<file path="src/fesg_pkg.sv">
package fesg_pkg;

  localparam int COORD_BITS   = 12;
  localparam int RADIUS_BITS  = 10;
  localparam int SCREEN_BITS  = COORD_BITS - 1;
  localparam int ROW_BITS     = COORD_BITS + 1;
  localparam int SQ_BITS      = 2 * RADIUS_BITS;
  localparam int NUM_BITS     = 4 * RADIUS_BITS;
  localparam int REM_BITS     = SQ_BITS + 1;
  localparam int CNT_BITS     = $clog2(NUM_BITS);
  localparam int SW_BITS      = ((COORD_BITS > RADIUS_BITS) ? COORD_BITS : RADIUS_BITS + 1) + 1;
  localparam int CFG_IDX_BITS = 1;

  localparam logic [SCREEN_BITS-1:0] MAX_X_RESET = SCREEN_BITS'(319);
  localparam logic [SCREEN_BITS-1:0] MAX_Y_RESET = SCREEN_BITS'(199);

  // vertical semi-axis is 4*r/5, i.e. 0.80 of the radius, as (4*r*ceil(2^14/5)) >> 14
  localparam logic [SQ_BITS-1:0]  B_RECIP    = SQ_BITS'(3277);
  localparam int                  B_SHIFT    = 14;
  localparam logic [CNT_BITS-1:0] DIV_STEPS  = CNT_BITS'(NUM_BITS - 1);
  localparam logic [CNT_BITS-1:0] SQRT_STEPS = CNT_BITS'(RADIUS_BITS - 1);

  typedef enum logic {
    CMD_START = 1'b0,
    CMD_STEP  = 1'b1
  } cmd_e;

  typedef enum logic [CFG_IDX_BITS-1:0] {
    REG_MAX_X = 1'b0,
    REG_MAX_Y = 1'b1
  } cfg_reg_e;

  typedef enum logic {
    MODE_DIV  = 1'b0,
    MODE_SQRT = 1'b1
  } unit_mode_e;

  typedef enum logic [3:0] {
    ST_IDLE,
    ST_B_GO,
    ST_MUL_A2,
    ST_MUL_B2,
    ST_MUL_Y2,
    ST_MUL_NUM,
    ST_Q_GO,
    ST_Q_WAIT,
    ST_R_GO,
    ST_R_WAIT,
    ST_EMIT
  } fesg_state_e;

  typedef struct packed {
    logic                go;
    unit_mode_e          mode;
    logic [NUM_BITS-1:0] operand;
    logic [SQ_BITS-1:0]  divisor;
  } unit_req_t;

  typedef struct packed {
    logic                   busy;
    logic [NUM_BITS-1:0]    quotient;
    logic [RADIUS_BITS-1:0] root;
  } unit_rsp_t;

endpackage

</file>
<file path="src/fesg_cmd_if.sv">
interface fesg_cmd_if import fesg_pkg::*; ();

  logic                          valid;
  logic                          ready;
  logic                          cmd;
  logic signed [COORD_BITS-1:0]  x_center;
  logic signed [COORD_BITS-1:0]  y_center;
  logic        [RADIUS_BITS-1:0] radius;

  modport source (
    output valid, cmd, x_center, y_center, radius,
    input  ready
  );

  modport sink (
    input  valid, cmd, x_center, y_center, radius,
    output ready
  );

endinterface

</file>
<file path="src/fesg_span_if.sv">
interface fesg_span_if import fesg_pkg::*; ();

  logic                         valid;
  logic                         ready;
  logic        [SCREEN_BITS-1:0] span_start;
  logic signed [COORD_BITS-1:0]  span_end;
  logic                          span_nonempty;
  logic signed [ROW_BITS-1:0]    row_below;
  logic                          row_below_valid;
  logic signed [ROW_BITS-1:0]    row_above;
  logic                          row_above_valid;
  logic                          last;

  modport source (
    output valid, span_start, span_end, span_nonempty, row_below, row_below_valid,
           row_above, row_above_valid, last,
    input  ready
  );

  modport sink (
    input  valid, span_start, span_end, span_nonempty, row_below, row_below_valid,
           row_above, row_above_valid, last,
    output ready
  );

endinterface

</file>
<file path="src/fesg_iter_unit.sv">
module fesg_iter_unit import fesg_pkg::*; (
  input  logic      clk_i,
  input  logic      rst_ni,
  input  unit_req_t req_i,
  output unit_rsp_t rsp_o
);

  logic                   busy_q, busy_d;
  logic [CNT_BITS-1:0]    cnt_q, cnt_d;
  unit_mode_e             mode_q, mode_d;
  logic [NUM_BITS-1:0]    acc_q, acc_d;
  logic [REM_BITS-1:0]    rem_q, rem_d;
  logic [RADIUS_BITS-1:0] root_q, root_d;
  logic [SQ_BITS-1:0]     dsr_q, dsr_d;

  logic [REM_BITS-1:0]    lhs;
  logic [REM_BITS-1:0]    rhs;
  logic [REM_BITS:0]      diff;
  logic                   ge;

  // shared subtract and compare
  always_comb begin
    unique case (mode_q)
      MODE_DIV: begin
        lhs = {rem_q[REM_BITS-2:0], acc_q[NUM_BITS-1]};
        rhs = {1'b0, dsr_q};
      end
      MODE_SQRT: begin
        lhs = {rem_q[REM_BITS-3:0], acc_q[NUM_BITS-1 -: 2]};
        rhs = REM_BITS'({root_q, 2'b01});
      end
      default: begin
        lhs = '0;
        rhs = '0;
      end
    endcase
    diff = {1'b0, lhs} - {1'b0, rhs};
    ge   = ~diff[REM_BITS];
  end

  always_comb begin
    busy_d = busy_q;
    cnt_d  = cnt_q;
    mode_d = mode_q;
    acc_d  = acc_q;
    rem_d  = rem_q;
    root_d = root_q;
    dsr_d  = dsr_q;
    if (req_i.go) begin
      busy_d = 1'b1;
      mode_d = req_i.mode;
      rem_d  = '0;
      root_d = '0;
      dsr_d  = req_i.divisor;
      if (req_i.mode == MODE_SQRT) begin
        cnt_d = SQRT_STEPS;
        acc_d = {req_i.operand[SQ_BITS-1:0], {SQ_BITS{1'b0}}};
      end else begin
        cnt_d = DIV_STEPS;
        acc_d = req_i.operand;
      end
    end else if (busy_q) begin
      rem_d = ge ? diff[REM_BITS-1:0] : lhs;
      unique case (mode_q)
        MODE_DIV: begin
          acc_d = {acc_q[NUM_BITS-2:0], ge};
        end
        MODE_SQRT: begin
          acc_d  = {acc_q[NUM_BITS-3:0], 2'b00};
          root_d = {root_q[RADIUS_BITS-2:0], ge};
        end
        default: begin
          acc_d = acc_q;
        end
      endcase
      cnt_d = cnt_q - 1'b1;
      if (cnt_q == '0) begin
        busy_d = 1'b0;
      end
    end
  end

  always_ff @(posedge clk_i or negedge rst_ni) begin
    if (!rst_ni) begin
      busy_q <= 1'b0;
      cnt_q  <= '0;
      mode_q <= MODE_DIV;
    end else begin
      busy_q <= busy_d;
      cnt_q  <= cnt_d;
      mode_q <= mode_d;
    end
  end

  always_ff @(posedge clk_i) begin
    acc_q  <= acc_d;
    rem_q  <= rem_d;
    root_q <= root_d;
    dsr_q  <= dsr_d;
  end

  assign rsp_o.busy     = busy_q;
  assign rsp_o.quotient = acc_q;
  assign rsp_o.root     = root_q;

endmodule

</file>
<file path="src/filled_ellipse_span_generator_core.sv">
// Filled ellipse span generator: a start transaction latches centre and radius and derives the
// vertical semi-axis (4*r/5) by a reciprocal multiply without producing a result; each step
// transaction produces one span for the next row pair (centre_row+y and centre_row-y), or an
// empty span flagged last once the ellipse is finished or none is active. The work is done by
// one shared restoring divide/square-root unit: 40 divide steps for (a^2*(b^2-y^2))/b^2 and
// 10 root steps, after four passes through a single 20x20 multiplier.
// The command side is not ready while a transaction is being worked on; a finished span waits
// in an output register so that the next command can be taken meanwhile, and a step that
// finds that register still full waits for it. max_x and max_y are written through the cfg
// port, and the user must write them only while idle; the block itself does not enforce it.
module filled_ellipse_span_generator_core import fesg_pkg::*; (
  input  logic                    clk_i,
  input  logic                    rst_ni,
  input  logic                    cfg_we_i,
  input  logic [CFG_IDX_BITS-1:0] cfg_idx_i,
  input  logic [SCREEN_BITS-1:0]  cfg_data_i,
  fesg_cmd_if.sink                cmd_i,
  fesg_span_if.source             span_o
);

  fesg_state_e state_q, state_d;

  logic [SCREEN_BITS-1:0] max_x_q, max_x_d;
  logic [SCREEN_BITS-1:0] max_y_q, max_y_d;
  logic                   active_q, active_d;
  logic [RADIUS_BITS-1:0] y_q, y_d;
  logic                   produce_q, produce_d;
  logic                   out_valid_q, out_valid_d;

  logic signed [COORD_BITS-1:0] centre_col_q;
  logic signed [COORD_BITS-1:0] centre_row_q;
  logic [RADIUS_BITS-1:0]       a_q;
  logic [RADIUS_BITS-1:0]       b_q;
  logic [SQ_BITS-1:0]           a2_q;
  logic [SQ_BITS-1:0]           b2_q;
  logic [SQ_BITS-1:0]           y2_q;
  logic [NUM_BITS-1:0]          num_q;

  logic [SCREEN_BITS-1:0]       span_start_q;
  logic signed [COORD_BITS-1:0] span_end_q;
  logic                         span_nonempty_q;
  logic signed [ROW_BITS-1:0]   row_below_q;
  logic                         row_below_valid_q;
  logic signed [ROW_BITS-1:0]   row_above_q;
  logic                         row_above_valid_q;
  logic                         last_q;

  logic                   accept;
  logic                   out_free;
  logic                   row_pending;
  logic [RADIUS_BITS-1:0] y_next;
  logic                   ends_now;
  logic [RADIUS_BITS-1:0] b_new;

  logic [SQ_BITS-1:0]  mul_a;
  logic [SQ_BITS-1:0]  mul_b;
  logic [NUM_BITS-1:0] product;

  unit_req_t unit_req;
  unit_rsp_t unit_rsp;

  logic signed [SW_BITS-1:0] x_s, y_s, cc_s, cr_s, mx_s, my_s;
  logic signed [SW_BITS-1:0] xs_s, xe_s, xs_c, xe_c, yb_s, ya_s;

  logic [SCREEN_BITS-1:0]       span_start_n;
  logic signed [COORD_BITS-1:0] span_end_n;
  logic                         span_nonempty_n;
  logic signed [ROW_BITS-1:0]   row_below_n;
  logic                         row_below_valid_n;
  logic signed [ROW_BITS-1:0]   row_above_n;
  logic                         row_above_valid_n;
  logic                         last_n;

  fesg_iter_unit u_iter (
    .clk_i  (clk_i),
    .rst_ni (rst_ni),
    .req_i  (unit_req),
    .rsp_o  (unit_rsp)
  );

  assign accept      = cmd_i.valid && cmd_i.ready;
  assign out_free    = !out_valid_q || span_o.ready;
  assign row_pending = active_q && (y_q < b_q);
  assign y_next      = y_q + 1'b1;
  assign ends_now    = (y_next >= b_q);

  // next state
  always_comb begin
    state_d = state_q;
    unique case (state_q)
      ST_IDLE: begin
        if (cmd_i.valid) begin
          if (cmd_e'(cmd_i.cmd) == CMD_START) begin
            state_d = ST_B_GO;
          end else if (row_pending) begin
            state_d = ST_MUL_A2;
          end else begin
            state_d = ST_EMIT;
          end
        end
      end
      ST_B_GO:    state_d = ST_IDLE;
      ST_MUL_A2:  state_d = ST_MUL_B2;
      ST_MUL_B2:  state_d = ST_MUL_Y2;
      ST_MUL_Y2:  state_d = ST_MUL_NUM;
      ST_MUL_NUM: state_d = ST_Q_GO;
      ST_Q_GO:    state_d = ST_Q_WAIT;
      ST_Q_WAIT:  if (!unit_rsp.busy) state_d = ST_R_GO;
      ST_R_GO:    state_d = ST_R_WAIT;
      ST_R_WAIT:  if (!unit_rsp.busy) state_d = ST_EMIT;
      ST_EMIT:    if (out_free) state_d = ST_IDLE;
      default:    state_d = ST_IDLE;
    endcase
  end

  // sequencer outputs
  always_comb begin
    cmd_i.ready      = 1'b0;
    unit_req.go      = 1'b0;
    unit_req.mode    = MODE_DIV;
    unit_req.operand = '0;
    unit_req.divisor = '0;
    mul_a            = '0;
    mul_b            = '0;
    unique case (state_q)
      ST_IDLE: begin
        cmd_i.ready = 1'b1;
      end
      ST_B_GO: begin
        mul_a = SQ_BITS'({a_q, 2'b00});
        mul_b = B_RECIP;
      end
      ST_MUL_A2: begin
        mul_a = SQ_BITS'(a_q);
        mul_b = SQ_BITS'(a_q);
      end
      ST_MUL_B2: begin
        mul_a = SQ_BITS'(b_q);
        mul_b = SQ_BITS'(b_q);
      end
      ST_MUL_Y2: begin
        mul_a = SQ_BITS'(y_q);
        mul_b = SQ_BITS'(y_q);
      end
      ST_MUL_NUM: begin
        mul_a = a2_q;
        mul_b = b2_q - y2_q;
      end
      ST_Q_GO: begin
        unit_req.go      = 1'b1;
        unit_req.operand = num_q;
        unit_req.divisor = b2_q;
      end
      ST_R_GO: begin
        unit_req.go      = 1'b1;
        unit_req.mode    = MODE_SQRT;
        unit_req.operand = unit_rsp.quotient;
      end
      default: begin
        cmd_i.ready = 1'b0;
      end
    endcase
  end

  assign product = mul_a * mul_b;
  assign b_new   = product[B_SHIFT +: RADIUS_BITS];

  // span and row arithmetic for the emit step
  always_comb begin
    x_s  = SW_BITS'(unit_rsp.root);
    y_s  = SW_BITS'(y_q);
    cc_s = SW_BITS'(centre_col_q);
    cr_s = SW_BITS'(centre_row_q);
    mx_s = SW_BITS'(max_x_q);
    my_s = SW_BITS'(max_y_q);
    xs_s = cc_s - x_s;
    xe_s = cc_s + x_s;
    xs_c = (xs_s < 0) ? '0 : xs_s;
    xe_c = (xe_s > mx_s) ? mx_s : xe_s;
    yb_s = cr_s + y_s;
    ya_s = cr_s - y_s;
    if (produce_q) begin
      span_start_n      = xs_c[SCREEN_BITS-1:0];
      span_end_n        = xe_c[COORD_BITS-1:0];
      span_nonempty_n   = (xs_c < xe_c);
      row_below_n       = yb_s[ROW_BITS-1:0];
      row_below_valid_n = (yb_s >= 0) && (yb_s <= my_s);
      row_above_n       = ya_s[ROW_BITS-1:0];
      row_above_valid_n = (ya_s >= 0) && (ya_s <= my_s);
      last_n            = ends_now;
    end else begin
      span_start_n      = '0;
      span_end_n        = '0;
      span_nonempty_n   = 1'b0;
      row_below_n       = '0;
      row_below_valid_n = 1'b0;
      row_above_n       = '0;
      row_above_valid_n = 1'b0;
      last_n            = 1'b1;
    end
  end

  // control state updates
  always_comb begin
    max_x_d     = max_x_q;
    max_y_d     = max_y_q;
    active_d    = active_q;
    y_d         = y_q;
    produce_d   = produce_q;
    out_valid_d = out_valid_q && !span_o.ready;
    if (cfg_we_i) begin
      unique case (cfg_reg_e'(cfg_idx_i))
        REG_MAX_X: max_x_d = cfg_data_i;
        REG_MAX_Y: max_y_d = cfg_data_i;
        default:   max_x_d = max_x_q;
      endcase
    end
    if (accept) begin
      if (cmd_e'(cmd_i.cmd) == CMD_START) begin
        y_d      = '0;
        active_d = 1'b0;
      end else begin
        produce_d = row_pending;
      end
    end
    if (state_q == ST_B_GO) begin
      active_d = (b_new != '0);
    end
    if (state_q == ST_EMIT && out_free) begin
      out_valid_d = 1'b1;
      if (produce_q) begin
        y_d = y_next;
        if (ends_now) begin
          active_d = 1'b0;
        end
      end else begin
        active_d = 1'b0;
      end
    end
  end

  always_ff @(posedge clk_i or negedge rst_ni) begin
    if (!rst_ni) begin
      state_q     <= ST_IDLE;
      max_x_q     <= MAX_X_RESET;
      max_y_q     <= MAX_Y_RESET;
      active_q    <= 1'b0;
      y_q         <= '0;
      produce_q   <= 1'b0;
      out_valid_q <= 1'b0;
      b_q         <= '0;
    end else begin
      state_q     <= state_d;
      max_x_q     <= max_x_d;
      max_y_q     <= max_y_d;
      active_q    <= active_d;
      y_q         <= y_d;
      produce_q   <= produce_d;
      out_valid_q <= out_valid_d;
      if (state_q == ST_B_GO) begin
        b_q <= b_new;
      end
    end
  end

  // datapath registers
  always_ff @(posedge clk_i) begin
    if (accept && cmd_e'(cmd_i.cmd) == CMD_START) begin
      centre_col_q <= cmd_i.x_center;
      centre_row_q <= cmd_i.y_center;
      a_q          <= cmd_i.radius;
    end
    if (state_q == ST_MUL_A2) begin
      a2_q <= product[SQ_BITS-1:0];
    end
    if (state_q == ST_MUL_B2) begin
      b2_q <= product[SQ_BITS-1:0];
    end
    if (state_q == ST_MUL_Y2) begin
      y2_q <= product[SQ_BITS-1:0];
    end
    if (state_q == ST_MUL_NUM) begin
      num_q <= product;
    end
    if (state_q == ST_EMIT && out_free) begin
      span_start_q      <= span_start_n;
      span_end_q        <= span_end_n;
      span_nonempty_q   <= span_nonempty_n;
      row_below_q       <= row_below_n;
      row_below_valid_q <= row_below_valid_n;
      row_above_q       <= row_above_n;
      row_above_valid_q <= row_above_valid_n;
      last_q            <= last_n;
    end
  end

  assign span_o.valid           = out_valid_q;
  assign span_o.span_start      = span_start_q;
  assign span_o.span_end        = span_end_q;
  assign span_o.span_nonempty   = span_nonempty_q;
  assign span_o.row_below       = row_below_q;
  assign span_o.row_below_valid = row_below_valid_q;
  assign span_o.row_above       = row_above_q;
  assign span_o.row_above_valid = row_above_valid_q;
  assign span_o.last            = last_q;

endmodule

</file>
<file path="src/flat_wrapper.sv">
// flat-port wrapper written by rule: the top's interface ports become plain ports
module filled_ellipse_span_generator_core_flat import fesg_pkg::*;
  (clk_i, rst_ni, cfg_we_i, cfg_idx_i, cfg_data_i, cmd_i_valid, cmd_i_cmd, cmd_i_x_center, cmd_i_y_center, cmd_i_radius, cmd_i_ready, span_o_valid, span_o_span_start, span_o_span_end, span_o_span_nonempty, span_o_row_below, span_o_row_below_valid, span_o_row_above, span_o_row_above_valid, span_o_last, span_o_ready);
  fesg_cmd_if cmd_i_i ();
  fesg_span_if span_o_i ();
  input  logic clk_i;
  input  logic rst_ni;
  input  logic cfg_we_i;
  input  logic [CFG_IDX_BITS-1:0] cfg_idx_i;
  input  logic [SCREEN_BITS-1:0] cfg_data_i;
  input wire logic [$bits(cmd_i_i.valid)-1:0] cmd_i_valid;
  input wire logic [$bits(cmd_i_i.cmd)-1:0] cmd_i_cmd;
  input wire logic [$bits(cmd_i_i.x_center)-1:0] cmd_i_x_center;
  input wire logic [$bits(cmd_i_i.y_center)-1:0] cmd_i_y_center;
  input wire logic [$bits(cmd_i_i.radius)-1:0] cmd_i_radius;
  output wire logic [$bits(cmd_i_i.ready)-1:0] cmd_i_ready;
  output wire logic [$bits(span_o_i.valid)-1:0] span_o_valid;
  output wire logic [$bits(span_o_i.span_start)-1:0] span_o_span_start;
  output wire logic [$bits(span_o_i.span_end)-1:0] span_o_span_end;
  output wire logic [$bits(span_o_i.span_nonempty)-1:0] span_o_span_nonempty;
  output wire logic [$bits(span_o_i.row_below)-1:0] span_o_row_below;
  output wire logic [$bits(span_o_i.row_below_valid)-1:0] span_o_row_below_valid;
  output wire logic [$bits(span_o_i.row_above)-1:0] span_o_row_above;
  output wire logic [$bits(span_o_i.row_above_valid)-1:0] span_o_row_above_valid;
  output wire logic [$bits(span_o_i.last)-1:0] span_o_last;
  input wire logic [$bits(span_o_i.ready)-1:0] span_o_ready;
  assign cmd_i_i.valid = cmd_i_valid;
  assign cmd_i_i.cmd = cmd_i_cmd;
  assign cmd_i_i.x_center = cmd_i_x_center;
  assign cmd_i_i.y_center = cmd_i_y_center;
  assign cmd_i_i.radius = cmd_i_radius;
  assign cmd_i_ready = cmd_i_i.ready;
  assign span_o_valid = span_o_i.valid;
  assign span_o_span_start = span_o_i.span_start;
  assign span_o_span_end = span_o_i.span_end;
  assign span_o_span_nonempty = span_o_i.span_nonempty;
  assign span_o_row_below = span_o_i.row_below;
  assign span_o_row_below_valid = span_o_i.row_below_valid;
  assign span_o_row_above = span_o_i.row_above;
  assign span_o_row_above_valid = span_o_i.row_above_valid;
  assign span_o_last = span_o_i.last;
  assign span_o_i.ready = span_o_ready;
  filled_ellipse_span_generator_core u_core (.clk_i(clk_i), .rst_ni(rst_ni), .cfg_we_i(cfg_we_i), .cfg_idx_i(cfg_idx_i), .cfg_data_i(cfg_data_i), .cmd_i(cmd_i_i), .span_o(span_o_i));
endmodule
</file>
<file path="config.mk">
export PLATFORM = sky130hd
export DESIGN_NAME = filled_ellipse_span_generator_core_flat
export DESIGN_NICKNAME = d
export VERILOG_FILES = /design/src/fesg_pkg.sv /design/src/fesg_cmd_if.sv /design/src/fesg_span_if.sv /design/src/fesg_iter_unit.sv /design/src/filled_ellipse_span_generator_core.sv /design/src/flat_wrapper.sv
export SDC_FILE = /design/constraint.sdc
export NUM_CORES = 2
export LEC_CHECK = 0
export BUFFER_PORTS_ARGS = -buffer_cell sky130_fd_sc_hd__buf_2
export CAP_MARGIN = 20
export CORE_MARGIN = 3
export CORE_UTILIZATION = 50
export CTS_CLUSTER_SIZE = 25
export DETAILED_ROUTE_END_ITERATION = 10
export GPL_TIMING_DRIVEN = 0
export PLACE_DENSITY = 0.69
export REMOVE_ABC_BUFFERS = 1
export SETUP_SLACK_MARGIN = 0.3
export SYNTH_ARGS = -nofsm -noshare
export SYNTH_HDL_FRONTEND = slang
export SYNTH_SLANG_ARGS = --single-unit
</file>
<file path="constraint.sdc">
create_clock -name clk_i -period 17.5 [get_ports clk_i]
set_clock_uncertainty 0.05 [all_clocks]
set_input_delay 0.875 -clock clk_i [delete_from_list [all_inputs] [get_ports clk_i]]
set_output_delay 0.875 -clock clk_i [all_outputs]
set_load 0.03 [all_outputs]
</file>
==> key figures <==
Status
  – Outcome: complete, no violations

Power
  – Switching part of the total: 0.509
  – Ratio of total power to cell area: 203 nW/um^2
  – Lkg Pwr: 0.0155 uW
  – Combinational group share of total power: 0.667
  – Reported net switching power: 3610 uW
  – P_int: 3480 uW
  – Part of the total power dissipated in sequential elements: 0.216
  – Worst-case vdd ir drop: 120 uV
  – Clock network fraction of design power: 0.117

Routing
  – First drt pass iteration count: 7
  – DRC viols: 0
  – Wirelength per Cell: 19.3 um
  – Total length of routed wires: 82.1 mm
  – Detailed-route via count: 23900
  – Detail-routed via count per cell: 5.60
  – DRC marker count from the first detailed-route iteration: 1915
  – Final ANT Viol Nets: 0

Worst setup path
  – R2R depth: 30
  – Critical path endpoint category: flip-flop
  – Data arrival at the endpoint of the critical path: 10.56 ns
  – Worst flop-to-flop path endpoint: u_core.num_q[37]
  – Reg-to-Reg Start: u_core.state_q[3]
  – Critical Path Max Stage Delay: 0.76 ns
  – Slowest CP cell: sky130_fd_sc_hd__nand3_1
  – Required time reported for the critical path endpoint: 17.77 ns
  – CP Capture Point: u_core.num_q[37]
  – Crit path launch type: flip-flop
  – Critical Path Start: u_core.state_q[3]
  – Crit-path max FO: 87
  – Type of the worst setup path: reg2reg
  – Register-to-register setup slack: 7.20 ns

Floorplanning
  – Core outline area: 63100 sq um
  – Chip width: 259 um
  – Number of core rows: 92
  – Number of primary I/O pins: 107
  – Initial core utilization: 0.506
  – Area of the die: 66900 sq um
  – Vertical extent of the die: 259 um

Flow run
  – Max Cap Viol: 0

GRT
  – Number of global-route vias before repair: 23500
  – Wire length of the first global-routing pass: 130 mm
  – Number of antenna violations at the first check in global routing: 0
  – Largest net degree at the start of global routing: 88
  – GRT overflow: 0
  – GRT Overall Usage: 0.248

Synth
  – Commonest cells post-synth: 496 x sky130_fd_sc_hd__inv_1, 431 x sky130_fd_sc_hd__nand2_1, 326 x sky130_fd_sc_hd__fa_1, 296 x sky130_fd_sc_hd__ha_1, 250 x sky130_fd_sc_hd__nor2_1
  – Mean instance size in the synthesized netlist: 9.55 sq um
  – Post-synth top area share: 0.231
  – Leading cell type by number of instances after synthesis: sky130_fd_sc_hd__inv_1
  – Largest area contributor in the netlist: sky130_fd_sc_hd__edfxtp_1
  – #FFs+latches synth: 333
  – Count of warnings emitted by yosys: 0
  – Synth Cell Area: 31900 sq um
  – EDFF count, synth: 246
  – Synthesized instance count: 3345
  – Share of synthesized area occupied by flip-flops and latches: 0.295
  – Count of unique library cells instantiated by Yosys: 79
  – Top_reg_cell synth: sky130_fd_sc_hd__edfxtp_1
  – Share of async-settable or async-resettable flops after synthesis: 0.171
  – Leading post-synthesis cells by cell area: sky130_fd_sc_hd__edfxtp_1 23%, sky130_fd_sc_hd__fa_1 20%, sky130_fd_sc_hd__ha_1 12%, sky130_fd_sc_hd__inv_1 5.8%, sky130_fd_sc_hd__nand2_1 5.1%

STA
  – Minimum period implied by the final worst setup slack: 10.30 ns
  – Portion of the clock cycle consumed by the worst path in the final layout: 0.588
  – Worst slew margin: 0.218
  – Measured slew at the worst slew-check pin: 1.16 ns
  – Setup repair after global routing missed its margin: no
  – Max Clk Rate: 97.1 MHz
  – Final setup TNS: 0 ns
  – Final Hold Vio Count: 0
  – Number of setup violations in the final report: 0
  – Final number of max-transition violations: 0
  – Setup slack after layout: 7.20 ns

Finish
  – Fraction of final layout cells with drive strength greater than 1: 0.0788
  – Number of diodes added for antenna fixing: 0
  – Nets: 4057
  – Area growth, synth to finish: 9.10%

Min path
  – Hold/Removal Path Class: in2async

Clock tree
  – CTS tree: done
  – Sinks on Clock Net: 333
  – Number of post-CTS setup repair buffers: 0
  – Total number of H-tree levels: 2
  – Hold-fix buffers at CTS: 0
  – Maximum count of clock buffers along a single path: 3
  – Clock transition at path regs: 0.06 ns
  – Total CTS buffers: 38
  – CTS root buf: sky130_fd_sc_hd__clkbuf_16
  – Latest clock arrival within the worst-skew pair: 0.59 ns
  – Quantity of gates resized following cts: 0

Placed design
  – Count of input and output buffers: 106
  – Half-perimeter wire length after placement: 64.4 mm
  – Pre-CTS setup slack: 7.20 ns
  – Routability-driven placement congestion ratio: 0.961
## kinds of logic after synthesis
group | after synthesis | synth area share
compound gates | 507 | 0.100
xor+xnor | 111 | 0.0304
fa+ha+maj | 622 | 0.320
buf+inv | 636 | 0.0753
flops | 333 | 0.295
mux | 99 | 0.0322
simple gates | 1037 | 0.146
## critical path: cells and delay by family (launching register included)
family                   cells  cell delay, ns
adder cells (fa/ha/maj)      8            3.82
AND/OR/NAND/NOR              6            2.47
AO/OA/AOI/OAI                7            2.03
buffers and inverters        9            1.05
flip-flops                   1            0.53
## power groups by stage
stage,clock network (uW),logic (uW),registers [uW]
2_1_floorplan,0,3110,1490
3_3_place_gp,0,4410,1570
6_report,828,4730,1530
3_5_place_dp,0,4640,1540
5_1_grt,877,5220,1560
4_1_cts,846,4690,1520
## cell type report
type | count | area (sq um)
inverter | 497 | 1870
sequential | 333 | 9430
timing repair buffer | 137 | 986
clock inverter | 23 | 318
fill | 5673 | 28200
tap | 846 | 1060
multi-input combinational | 2376 | 20200
clock buffer | 47 | 985
## routing by layer
layer  part of all wire  track usage
met5                  0            0
met4              0.041       0.0913
met3              0.075       0.0420
met2               0.45        0.393
met1               0.43        0.344
## state kept, by name, indices dropped and copies added, names as in the netlist, 4 cells and up
register and cells:
u_core.num_q 40, u_core.u_iter.acc_q 40, u_core.a2_q 20, u_core.b2_q 20
u_core.u_iter.dsr_q 20, u_core.u_iter.rem_q 20, u_core.y2_q 20, u_core.span_o.row_above 13
u_core.centre_col_q 12, u_core.centre_row_q 12, u_core.span_o.row_below 12, u_core.span_o.span_end 12
u_core.max_x_q 11, u_core.max_y_q 11, u_core.span_o.span_start 11, u_core.a_q 10
u_core.b_q 10, u_core.u_iter.root_q 10, u_core.y_q 10, u_core.u_iter.cnt_q 6
u_core.state_q 4
## through the flow
stage	power [uW]	instances	instance area (sq um)	util	hold WS, ns
after floorplan	4590	3206	31400	-	0.392
after global routing	7660	4259	34800	0.552	0.383
after global placement	5980	4158	33000	0.523	0.401
final	7090	4259	34800	0.552	0.332
after detailed placement	6170	4189	33500	0.532	0.412
after CTS	7060	4259	34800	0.552	0.346
## placed cells by master, fill, tap and decap left out, types with 13 or more instances in the layout
master / instances
sky130_fd_sc_hd__a211oi_1: 29
sky130_fd_sc_hd__a21o_1: 45
sky130_fd_sc_hd__a21oi_1: 138
sky130_fd_sc_hd__a31oi_1: 13
sky130_fd_sc_hd__and2_1: 75
sky130_fd_sc_hd__and3_1: 31
sky130_fd_sc_hd__buf_2: 105
sky130_fd_sc_hd__clkbuf_16: 38
sky130_fd_sc_hd__dfrtp_1: 43
sky130_fd_sc_hd__dfxtp_1: 30
sky130_fd_sc_hd__edfxtp_1: 246
sky130_fd_sc_hd__fa_1: 326
sky130_fd_sc_hd__ha_1: 296
sky130_fd_sc_hd__inv_1: 494
sky130_fd_sc_hd__mux2_2: 30
sky130_fd_sc_hd__mux2i_1: 69
sky130_fd_sc_hd__nand2_1: 431
sky130_fd_sc_hd__nand2b_1: 37
sky130_fd_sc_hd__nand3_1: 85
sky130_fd_sc_hd__nor2_1: 249
sky130_fd_sc_hd__nor2b_1: 28
sky130_fd_sc_hd__nor3_1: 35
sky130_fd_sc_hd__o211ai_1: 15
sky130_fd_sc_hd__o21a_1: 23
sky130_fd_sc_hd__o21ai_0: 139
sky130_fd_sc_hd__xnor2_1: 63
sky130_fd_sc_hd__xor2_1: 44
## worst min path at each step
| stage | startpoint | end | cells after the start |
|---|---|---|---|
| after floorplan | u_core.u_iter.rem_q[19] | u_core.u_iter.rem_q[19] | 2 |
| after global placement | u_core.u_iter.rem_q[19] | u_core.u_iter.rem_q[19] | 2 |
| after detailed placement | u_core.u_iter.rem_q[19] | u_core.u_iter.rem_q[19] | 2 |
| after CTS | rst_ni | u_core.u_iter.cnt_q[5] | 1 |
| after global routing | rst_ni | u_core.u_iter.cnt_q[5] | 1 |
| final | rst_ni | u_core.state_q[0] | 1 |
Note: power is estimated with default switching activity, not from simulation.
